===== src/rtl/ckre_pkg.sv =====
// Shared types and constants for the color key run extractor.
package ckre_pkg;

    localparam int unsigned CHAN_W   = 8;
    localparam int unsigned CFG_W    = 13;
    localparam int unsigned CFG_IDXW = 3;
    localparam int unsigned SIZE_W   = 13;

    localparam logic [CHAN_W-1:0] CHAN_MAX = 8'hff;

    // Configuration register indexes.
    localparam logic [CFG_IDXW-1:0] REG_KEY_RED      = 3'd0;
    localparam logic [CFG_IDXW-1:0] REG_KEY_GREEN    = 3'd1;
    localparam logic [CFG_IDXW-1:0] REG_KEY_BLUE     = 3'd2;
    localparam logic [CFG_IDXW-1:0] REG_TOL_RED      = 3'd3;
    localparam logic [CFG_IDXW-1:0] REG_TOL_GREEN    = 3'd4;
    localparam logic [CFG_IDXW-1:0] REG_TOL_BLUE     = 3'd5;
    localparam logic [CFG_IDXW-1:0] REG_IMAGE_WIDTH  = 3'd6;
    localparam logic [CFG_IDXW-1:0] REG_IMAGE_HEIGHT = 3'd7;

    typedef struct packed {
        logic [CHAN_W-1:0] red;
        logic [CHAN_W-1:0] green;
        logic [CHAN_W-1:0] blue;
    } pixel_t;

    typedef struct packed {
        logic [CHAN_W-1:0] key_red;
        logic [CHAN_W-1:0] key_green;
        logic [CHAN_W-1:0] key_blue;
        logic [CHAN_W-1:0] tol_red;
        logic [CHAN_W-1:0] tol_green;
        logic [CHAN_W-1:0] tol_blue;
    } key_cfg_t;

endpackage


===== src/rtl/color_key_run_extractor.sv =====
// Top level of the color key run extractor: raster pixels in, opaque runs and frame box out.
//
//  channel  direction  handshake              payload
//  -------  ---------  ---------------------  ---------------------------------------------
//  in       input      in_valid / in_stall    pix_red, pix_green, pix_blue
//  out      output     out_valid / out_stall  run_valid, run_begin, run_end, run_row,
//                                             box_left, box_top, box_right, box_bottom,
//                                             frame_end
//  cfg      input      cfg_write              cfg_index, cfg_data
//
// One pixel word is taken per cycle while in_stall is low; an accepted pixel waits in the input
// register, and the result register loads its word once the result side is free.
// Throughput is set by the single compare-and-count stage between the two registers.
// Reset clears the counters, run state and bounding box and restores the default settings.
// A stall on the result side holds the result register and the input register in place,
// and in_stall rises only while both are full.
module color_key_run_extractor
#(
    parameter int unsigned MAX_WIDTH  = 4096,
    parameter int unsigned MAX_HEIGHT = 4096
)
(
    input  logic                            clk,
    input  logic                            rst_n,

    input  logic                            cfg_write,
    input  logic [ckre_pkg::CFG_IDXW-1:0]   cfg_index,
    input  logic [ckre_pkg::CFG_W-1:0]      cfg_data,

    input  logic                            in_valid,
    output logic                            in_stall,
    input  logic [ckre_pkg::CHAN_W-1:0]     pix_red,
    input  logic [ckre_pkg::CHAN_W-1:0]     pix_green,
    input  logic [ckre_pkg::CHAN_W-1:0]     pix_blue,

    output logic                            out_valid,
    input  logic                            out_stall,
    output logic                            run_valid,
    output logic [11:0]                     run_begin,
    output logic [12:0]                     run_end,
    output logic [11:0]                     run_row,
    output logic [12:0]                     box_left,
    output logic [12:0]                     box_top,
    output logic [12:0]                     box_right,
    output logic [12:0]                     box_bottom,
    output logic                            frame_end
);

    // Column and row counters are sized from the frame limits; the size registers
    // are widened to hold the limit itself.
    localparam int unsigned CW  = (MAX_WIDTH  > 1) ? $clog2(MAX_WIDTH)  : 1;
    localparam int unsigned RW  = (MAX_HEIGHT > 1) ? $clog2(MAX_HEIGHT) : 1;
    localparam int unsigned SW  = CW + 1;
    localparam int unsigned HW  = RW + 1;
    localparam int unsigned ZWW = (SW > ckre_pkg::SIZE_W) ? SW : ckre_pkg::SIZE_W;
    localparam int unsigned ZHW = (HW > ckre_pkg::SIZE_W) ? HW : ckre_pkg::SIZE_W;

    // Configuration registers.
    ckre_pkg::key_cfg_t              key_cfg_reg;
    logic [ckre_pkg::SIZE_W-1:0]     cfg_width_reg;
    logic [ckre_pkg::SIZE_W-1:0]     cfg_height_reg;

    // Input register.
    logic                            s1_valid_reg;
    ckre_pkg::pixel_t                s1_pix_reg;

    // Scan state.
    logic [CW-1:0]                   col_count_reg, col_count_next;
    logic [RW-1:0]                   row_count_reg, row_count_next;
    logic                            in_run_reg, in_run_next;
    logic [CW-1:0]                   run_start_reg, run_start_next;
    logic [SW-1:0]                   bound_left_reg, bound_left_next;
    logic [HW-1:0]                   bound_top_reg, bound_top_next;
    logic [SW-1:0]                   bound_right_reg, bound_right_next;
    logic [HW-1:0]                   bound_bottom_reg, bound_bottom_next;

    // Result register.
    logic                            out_valid_reg;

    logic                            out_free;
    logic                            fire;
    logic                            clear;
    logic [ZWW-1:0]                  width_ext;
    logic [ZHW-1:0]                  height_ext;
    logic [SW-1:0]                   width_eff;
    logic [HW-1:0]                   height_eff;
    logic                            row_last;
    logic                            frame_last;
    logic                            run_on;
    logic                            closed;
    logic                            emit;
    logic [CW-1:0]                   rb;
    logic [SW-1:0]                   re;
    logic [HW-1:0]                   rr_plus;

    // Configuration writes.
    always_ff @(posedge clk or negedge rst_n)
    begin
        if (!rst_n)
        begin
            key_cfg_reg.key_red   <= ckre_pkg::CHAN_MAX;
            key_cfg_reg.key_green <= ckre_pkg::CHAN_MAX;
            key_cfg_reg.key_blue  <= ckre_pkg::CHAN_MAX;
            key_cfg_reg.tol_red   <= '0;
            key_cfg_reg.tol_green <= '0;
            key_cfg_reg.tol_blue  <= '0;
            cfg_width_reg         <= 13'd4096;
            cfg_height_reg        <= 13'd4096;
        end
        else if (cfg_write)
        begin
            case (cfg_index)
                ckre_pkg::REG_KEY_RED:      key_cfg_reg.key_red   <= cfg_data[7:0];
                ckre_pkg::REG_KEY_GREEN:    key_cfg_reg.key_green <= cfg_data[7:0];
                ckre_pkg::REG_KEY_BLUE:     key_cfg_reg.key_blue  <= cfg_data[7:0];
                ckre_pkg::REG_TOL_RED:      key_cfg_reg.tol_red   <= cfg_data[7:0];
                ckre_pkg::REG_TOL_GREEN:    key_cfg_reg.tol_green <= cfg_data[7:0];
                ckre_pkg::REG_TOL_BLUE:     key_cfg_reg.tol_blue  <= cfg_data[7:0];
                ckre_pkg::REG_IMAGE_WIDTH:  cfg_width_reg         <= cfg_data;
                ckre_pkg::REG_IMAGE_HEIGHT: cfg_height_reg        <= cfg_data;
                default:                    ;
            endcase
        end
    end

    // The pipeline moves whenever the result register is empty or being drained.
    assign out_free = !out_valid_reg || !out_stall;
    assign fire     = s1_valid_reg && out_free;
    assign in_stall = s1_valid_reg && !out_free;

    always_ff @(posedge clk or negedge rst_n)
    begin
        if (!rst_n)
        begin
            s1_valid_reg <= 1'b0;
        end
        else if (!in_stall)
        begin
            s1_valid_reg <= in_valid;
        end
    end

    always_ff @(posedge clk)
    begin
        if (in_valid && !in_stall)
        begin
            s1_pix_reg.red   <= pix_red;
            s1_pix_reg.green <= pix_green;
            s1_pix_reg.blue  <= pix_blue;
        end
    end

    ckre_key_match u_key_match
    (
        .pixel   (s1_pix_reg),
        .key_cfg (key_cfg_reg),
        .clear   (clear)
    );

    // Effective frame size: zero acts as one, anything past the limit acts as the limit.
    always_comb
    begin
        width_ext  = ZWW'(cfg_width_reg);
        height_ext = ZHW'(cfg_height_reg);
        if (width_ext == '0)
            width_eff = SW'(1);
        else if (width_ext > ZWW'(MAX_WIDTH))
            width_eff = SW'(MAX_WIDTH);
        else
            width_eff = SW'(width_ext);
        if (height_ext == '0)
            height_eff = HW'(1);
        else if (height_ext > ZHW'(MAX_HEIGHT))
            height_eff = HW'(MAX_HEIGHT);
        else
            height_eff = HW'(height_ext);
    end

    // Run tracking and bounding box update for the pixel in the input register.
    always_comb
    begin
        row_last   = SW'(col_count_reg) >= (width_eff - SW'(1));
        frame_last = row_last && (HW'(row_count_reg) >= (height_eff - HW'(1)));

        // A run is in progress at this pixel if one was open or this pixel is opaque.
        run_on  = in_run_reg || !clear;
        rb      = in_run_reg ? run_start_reg : col_count_reg;
        closed  = run_on && (clear || row_last);
        re      = clear ? SW'(col_count_reg) : SW'(col_count_reg) + SW'(1);
        rr_plus = HW'(row_count_reg) + HW'(1);
        emit    = closed || frame_last;

        bound_left_next   = bound_left_reg;
        bound_top_next    = bound_top_reg;
        bound_right_next  = bound_right_reg;
        bound_bottom_next = bound_bottom_reg;
        if (closed)
        begin
            if (SW'(rb) < bound_left_reg)
                bound_left_next = SW'(rb);
            if (HW'(row_count_reg) < bound_top_reg)
                bound_top_next = HW'(row_count_reg);
            if (re > bound_right_reg)
                bound_right_next = re;
            if (rr_plus > bound_bottom_reg)
                bound_bottom_next = rr_plus;
        end

        in_run_next    = run_on && !closed;
        run_start_next = rb;
        col_count_next = col_count_reg + CW'(1);
        row_count_next = row_count_reg;
        if (frame_last)
        begin
            // The frame-end word has been built from the updated box; start over.
            in_run_next    = 1'b0;
            run_start_next = '0;
            col_count_next = '0;
            row_count_next = '0;
        end
        else if (row_last)
        begin
            col_count_next = '0;
            row_count_next = row_count_reg + RW'(1);
        end
    end

    always_ff @(posedge clk or negedge rst_n)
    begin
        if (!rst_n)
        begin
            col_count_reg    <= '0;
            row_count_reg    <= '0;
            in_run_reg       <= 1'b0;
            run_start_reg    <= '0;
            bound_left_reg   <= SW'(MAX_WIDTH);
            bound_top_reg    <= HW'(MAX_HEIGHT);
            bound_right_reg  <= '0;
            bound_bottom_reg <= '0;
        end
        else if (fire)
        begin
            col_count_reg  <= col_count_next;
            row_count_reg  <= row_count_next;
            in_run_reg     <= in_run_next;
            run_start_reg  <= run_start_next;
            if (frame_last)
            begin
                bound_left_reg   <= SW'(MAX_WIDTH);
                bound_top_reg    <= HW'(MAX_HEIGHT);
                bound_right_reg  <= '0;
                bound_bottom_reg <= '0;
            end
            else
            begin
                bound_left_reg   <= bound_left_next;
                bound_top_reg    <= bound_top_next;
                bound_right_reg  <= bound_right_next;
                bound_bottom_reg <= bound_bottom_next;
            end
        end
    end

    // Result register. A pixel that neither closes a run nor ends the frame
    // passes through without producing a word.
    always_ff @(posedge clk or negedge rst_n)
    begin
        if (!rst_n)
        begin
            out_valid_reg <= 1'b0;
        end
        else if (out_free)
        begin
            out_valid_reg <= fire && emit;
        end
    end

    always_ff @(posedge clk)
    begin
        if (fire && emit)
        begin
            run_valid  <= closed;
            run_begin  <= closed ? 12'(rb) : '0;
            run_end    <= closed ? 13'(re) : '0;
            run_row    <= closed ? 12'(row_count_reg) : '0;
            box_left   <= 13'(bound_left_next);
            box_top    <= 13'(bound_top_next);
            box_right  <= 13'(bound_right_next);
            box_bottom <= 13'(bound_bottom_next);
            frame_end  <= frame_last;
        end
    end

    assign out_valid = out_valid_reg;

    // A delivered run always lies inside the box that travels with it.
    assert property (@(posedge clk) disable iff (!rst_n)
        out_valid && run_valid |->
            (box_left <= 13'(run_begin)) && (box_right >= run_end) &&
            (run_end > 13'(run_begin)))
        else $error("run outside its bounding box");

    // The frame-end pixel returns the scan to the top-left corner with no open run.
    assert property (@(posedge clk) disable iff (!rst_n)
        fire && frame_last |=>
            (col_count_reg == '0) && (row_count_reg == '0) && !in_run_reg)
        else $error("scan state not restarted after frame end");

    // The column counter always stays below the MAX_WIDTH parameter.
    assert property (@(posedge clk) disable iff (!rst_n)
        SW'(col_count_reg) < SW'(MAX_WIDTH))
        else $error("column counter out of range");

endmodule


===== src/rtl/ckre_key_match.sv =====
// Color key window test: flags a pixel whose three channels all fall in the key window.
module ckre_key_match
(
    input  ckre_pkg::pixel_t   pixel,
    input  ckre_pkg::key_cfg_t key_cfg,
    output logic               clear
);

    // The upper bound is key plus tolerance, saturated at the channel maximum.
    function automatic logic chan_keyed(
        input logic [ckre_pkg::CHAN_W-1:0] v,
        input logic [ckre_pkg::CHAN_W-1:0] key,
        input logic [ckre_pkg::CHAN_W-1:0] tol
    );
        logic [ckre_pkg::CHAN_W:0]   sum;
        logic [ckre_pkg::CHAN_W-1:0] hi;
        sum = {1'b0, key} + {1'b0, tol};
        hi  = sum[ckre_pkg::CHAN_W] ? ckre_pkg::CHAN_MAX : sum[ckre_pkg::CHAN_W-1:0];
        return (v >= key) && (v <= hi);
    endfunction

    assign clear = chan_keyed(pixel.red,   key_cfg.key_red,   key_cfg.tol_red)   &&
                   chan_keyed(pixel.green, key_cfg.key_green, key_cfg.tol_green) &&
                   chan_keyed(pixel.blue,  key_cfg.key_blue,  key_cfg.tol_blue);

endmodule

===== config.mk =====
export PLATFORM = sky130hd
export DESIGN_NAME = color_key_run_extractor
export DESIGN_NICKNAME = d
export VERILOG_FILES = /design/src/rtl/ckre_pkg.sv /design/src/rtl/color_key_run_extractor.sv /design/src/rtl/ckre_key_match.sv
export SDC_FILE = /design/constraint.sdc
export NUM_CORES = 1
export LEC_CHECK = 0
export BUFFER_PORTS_ARGS = -buffer_cell sky130_fd_sc_hd__buf_2
export CORE_MARGIN = 5
export CORE_UTILIZATION = 55
export CTS_BUF_LIST = sky130_fd_sc_hd__clkbuf_4 sky130_fd_sc_hd__clkbuf_8 sky130_fd_sc_hd__clkbuf_16
export CTS_CLUSTER_DIAMETER = 120
export CTS_CLUSTER_SIZE = 20
export DETAILED_ROUTE_END_ITERATION = 10
export PLACE_DENSITY = 0.77
export SYNTH_ARGS = -nofsm -noshare
export SYNTH_HDL_FRONTEND = slang
export SYNTH_SLANG_ARGS = --single-unit

===== constraint.sdc =====
create_clock -name clk -period 9.6 [get_ports clk]
set_input_delay 0.96 -clock clk [delete_from_list [all_inputs] [get_ports clk]]
set_output_delay 0.96 -clock clk [all_outputs]
set_load 0.05 [all_outputs]

==> flow_metrics.env <==
export IMPL_cp_startpoint="key_cfg_reg[0]$_DFFE_PN0P_"
export IMPL_synth_edf_count=115
export IMPL_cts_root_buf="clkbuf_16"
export IMPL_drv_slew=0
export IMPL_avgRoutedWirePerCell_um=17.8
export IMPL_setup_viol=0
export IMPL_r2r_slack_ns=2.10
export IMPL_portBuffers=137
export IMPL_chipHeight_um=179
export IMPL_grtUsageTotal_pct=21.1
export IMPL_power_density_nw_per_um2=190
export IMPL_viasPerCell=5.80
export IMPL_setup_worst_path_end_class="flip-flop"
export IMPL_antenna_cells=0
export IMPL_gr_total_overflow=0
export IMPL_leakage_nw=7.28
export IMPL_drt_pass1_iterations=5
export IMPL_ir_drop_uv=171
export IMPL_avgSynthCellArea_um2=11.3
export IMPL_synth_top_area_cell="edfxtp_1"
export IMPL_synth_top_area_share_pct=21.9
export IMPL_syn_nets=1591
export IMPL_synthTopCellsByArea="edfxtp_1, dfrtp_1, ha_1"
export IMPL_worst_pin_slew_ns=1.38
export IMPL_worst_endpoint_required_ns=9.85
export IMPL_synthDistinctLibCells=76
export IMPL_synth_common_cells="ha_1, dfrtp_1, edfxtp_1"
export IMPL_post_cts_buffers=0
export IMPL_finalCritPeriodShare_pct=78.2
export IMPL_fmax_mhz=133
export IMPL_grt_pass1_vias=10812
export IMPL_post_synth_top_count_cell="ha_1"
export IMPL_pre_cts_slack_ns=2.27
export IMPL_r2r_start="key_cfg_reg[0]$_DFFE_PN0P_"
export IMPL_antenna_found_initial=0
export IMPL_cp_endpoint="box_right[6]$_DFFE_PP_"
export IMPL_core_um2=28500
export IMPL_start_util_pct=55.3
export IMPL_ys_ff_latch=280
export IMPL_setup_tns_ns=0
export IMPL_dpl_hpwl_um=24700
export IMPL_finalWeightedCongestion=0.856
export IMPL_clock_skew_ns=0.0250
export IMPL_grt_start_max_net_pins=91
export IMPL_layout_setup_ws_ns=2.10
export IMPL_finish_utilization_pct=60.8
export IMPL_ctsHoldBuffers=0
export IMPL_syn_instance_count=1395
export IMPL_critPathMaxFanout=24
export IMPL_r2r_cells=27
export IMPL_die_w_um=179
export IMPL_numCtsBuffers=17
export IMPL_die_area_um2=32100
export IMPL_yosys_warnings=0
export IMPL_syn_cell_area_um2=15800
export IMPL_min_period_ns=7.50
export IMPL_worstSetupPathType="reg -> reg"
export IMPL_final_fill_count=2305
export IMPL_drtIter0Drc=668
export IMPL_synthFlopType="dfrtp_1"
export IMPL_async_flop_share_pct=58.9
export IMPL_clockBufferDepth=3
export IMPL_cts_resized=0
export IMPL_drc=0
export IMPL_vias=11025
export IMPL_rows=62
export IMPL_rsz0062_at_grt="false"
export IMPL_clkTransAtPathRegs_ns=0.09
export IMPL_cts_tree="done"
export IMPL_status="complete, no violations"
export IMPL_largest_reg_flops=48
export IMPL_drive_gt1_share_pct=22.6
export IMPL_hold_viol_final=0
export IMPL_syn2layout_area_growth_pct=9.85
export IMPL_ant_nets=0
export IMPL_seq_area_frac_synth_pct=48.4
export IMPL_hp_class="in -> async"
export IMPL_htreeDepth=1
export IMPL_clock_latency_ns=0.52
export IMPL_drv_cap=0
export IMPL_critPathLaunchType="flip-flop"
export IMPL_r2r_end="box_right[6]$_DFFE_PP_"
export IMPL_cts_sinks=280
export IMPL_grt_pass1_wl_um=54900
export IMPL_relSlewSlack_pct=7.32
export IMPL_wirelength_um=33800
export IMPL_ios=138
export IMPL_worstPathArrival_ns=7.76
export IMPL_fin_nets=1702
## kinds of logic after synthesis
kind of cell               count (synthesis)  share of synthesized area (%)
AOI/OAI and AO/OA                        329                           14.2
muxes                                    121                           8.55
DFF                                      280                           48.4
buffers and inverters                    155                           3.94
and+or+nand+nor                          315                           10.4
xor gates and xnor gates                  44                           2.45
adders and majority gates                151                           12.1
## routing by layer
layer	global-route usage [%]	part of all wire, %	up-vias
met5	0	0	-
met4	4.54	1.6	0
met3	3.12	5.9	41
met2	34.5	46	288
met1	30.0	46	5339
li1	-	-	5357
## power breakdown
group          leakage (nW)  internal (mW)  switching [mW]
clock                 0.269          0.372           0.389
combinational          3.92          0.450           0.586
sequential             3.09           1.38           0.115
## final cells by class
| type | instances | area (um^2) | area share, % |
|---|---|---|---|
| Tap cell | 384 | 480 | 2.78 |
| Sequential cell | 280 | 7620 | 44.0 |
| Inverter | 100 | 378 | 2.18 |
| Clock buffer | 29 | 515 | 2.98 |
| Multi-Input combinational cell | 960 | 7540 | 43.6 |
| Timing Repair Buffer | 147 | 767 | 4.43 |
| Clock inverter | 1 | 8.76 | 0.0506 |
## how the worst min path moves through the flow
stage / end / slack [ns] / cells after the start
2_1_floorplan: bound_left_reg[10]$_DFFE_PN0P_ / 0.47 / 1
3_3_place_gp: bound_left_reg[10]$_DFFE_PN0P_ / 0.47 / 1
3_5_place_dp: bound_left_reg[11]$_DFFE_PN0P_ / 0.48 / 1
4_1_cts: bound_left_reg[11]$_DFFE_PN0P_ / 0.50 / 1
5_1_grt: bound_left_reg[2]$_DFFE_PN0P_ / 0.51 / 1
6_report: key_cfg_reg[15]$_DFFE_PN0P_ / 0.50 / 1
## stage by stage
| stage | cells | hold slack (ns) | power (mW) | area [um^2] |
|---|---|---|---|---|
| 4_1_cts | 1901 | 0.500 | 3.31 | 17300 |
| 3_3_place_gp | 1871 | 0.473 | 2.50 | 16800 |
| 5_1_grt | 1901 | 0.508 | 3.51 | 17300 |
| 2_1_floorplan | 1395 | 0.466 | 2.28 | 15800 |
| 3_5_place_dp | 1871 | 0.482 | 2.54 | 16800 |
| 6_report | 1901 | 0.496 | 3.29 | 17300 |
## critical path: stages (launching register included)
cell and delay (ns):
dfrtp_1 0.39, ha_1 0.23, fa_1 0.40, a21o_1 0.19, a21oi_1 0.23, o21bai_1 0.10
a21oi_1 0.26, nor2b_1 0.08, o21ai_0 0.14, nand2b_1 0.18, or2_2 0.32, ha_1 0.28
nand4_1 0.10, nand2b_1 0.09, a21oi_1 0.04, nor3_1 0.23, nand4_1 0.67, nor2_1 0.65
mux2_2 0.44, ha_1 0.30, nor2b_1 0.14, o21bai_1 0.07, a31oi_1 0.18, o32ai_1 0.15
or2_2 0.32, a211o_1 0.26, nand2_2 0.40, mux2_2 0.40
## placed cells by master, fill, tap and decap left out, types with 13 or more instances in the layout
master	n
nand2b_1	14
nor3_1	14
a21oi_1	50
nand2_1	87
buf_2	136
ha_1	148
mux2i_1	13
and3_1	16
clkbuf_16	17
nor2_1	66
edfxtp_1	115
xnor2_1	32
nand4_1	16
mux2_2	108
dfrtp_1	137
a21o_1	16
nor2b_1	29
dfstp_2	28
o21ai_0	108
a32o_1	48
nand3_1	17
inv_1	99
Note: power is estimated with default switching activity, not from simulation.
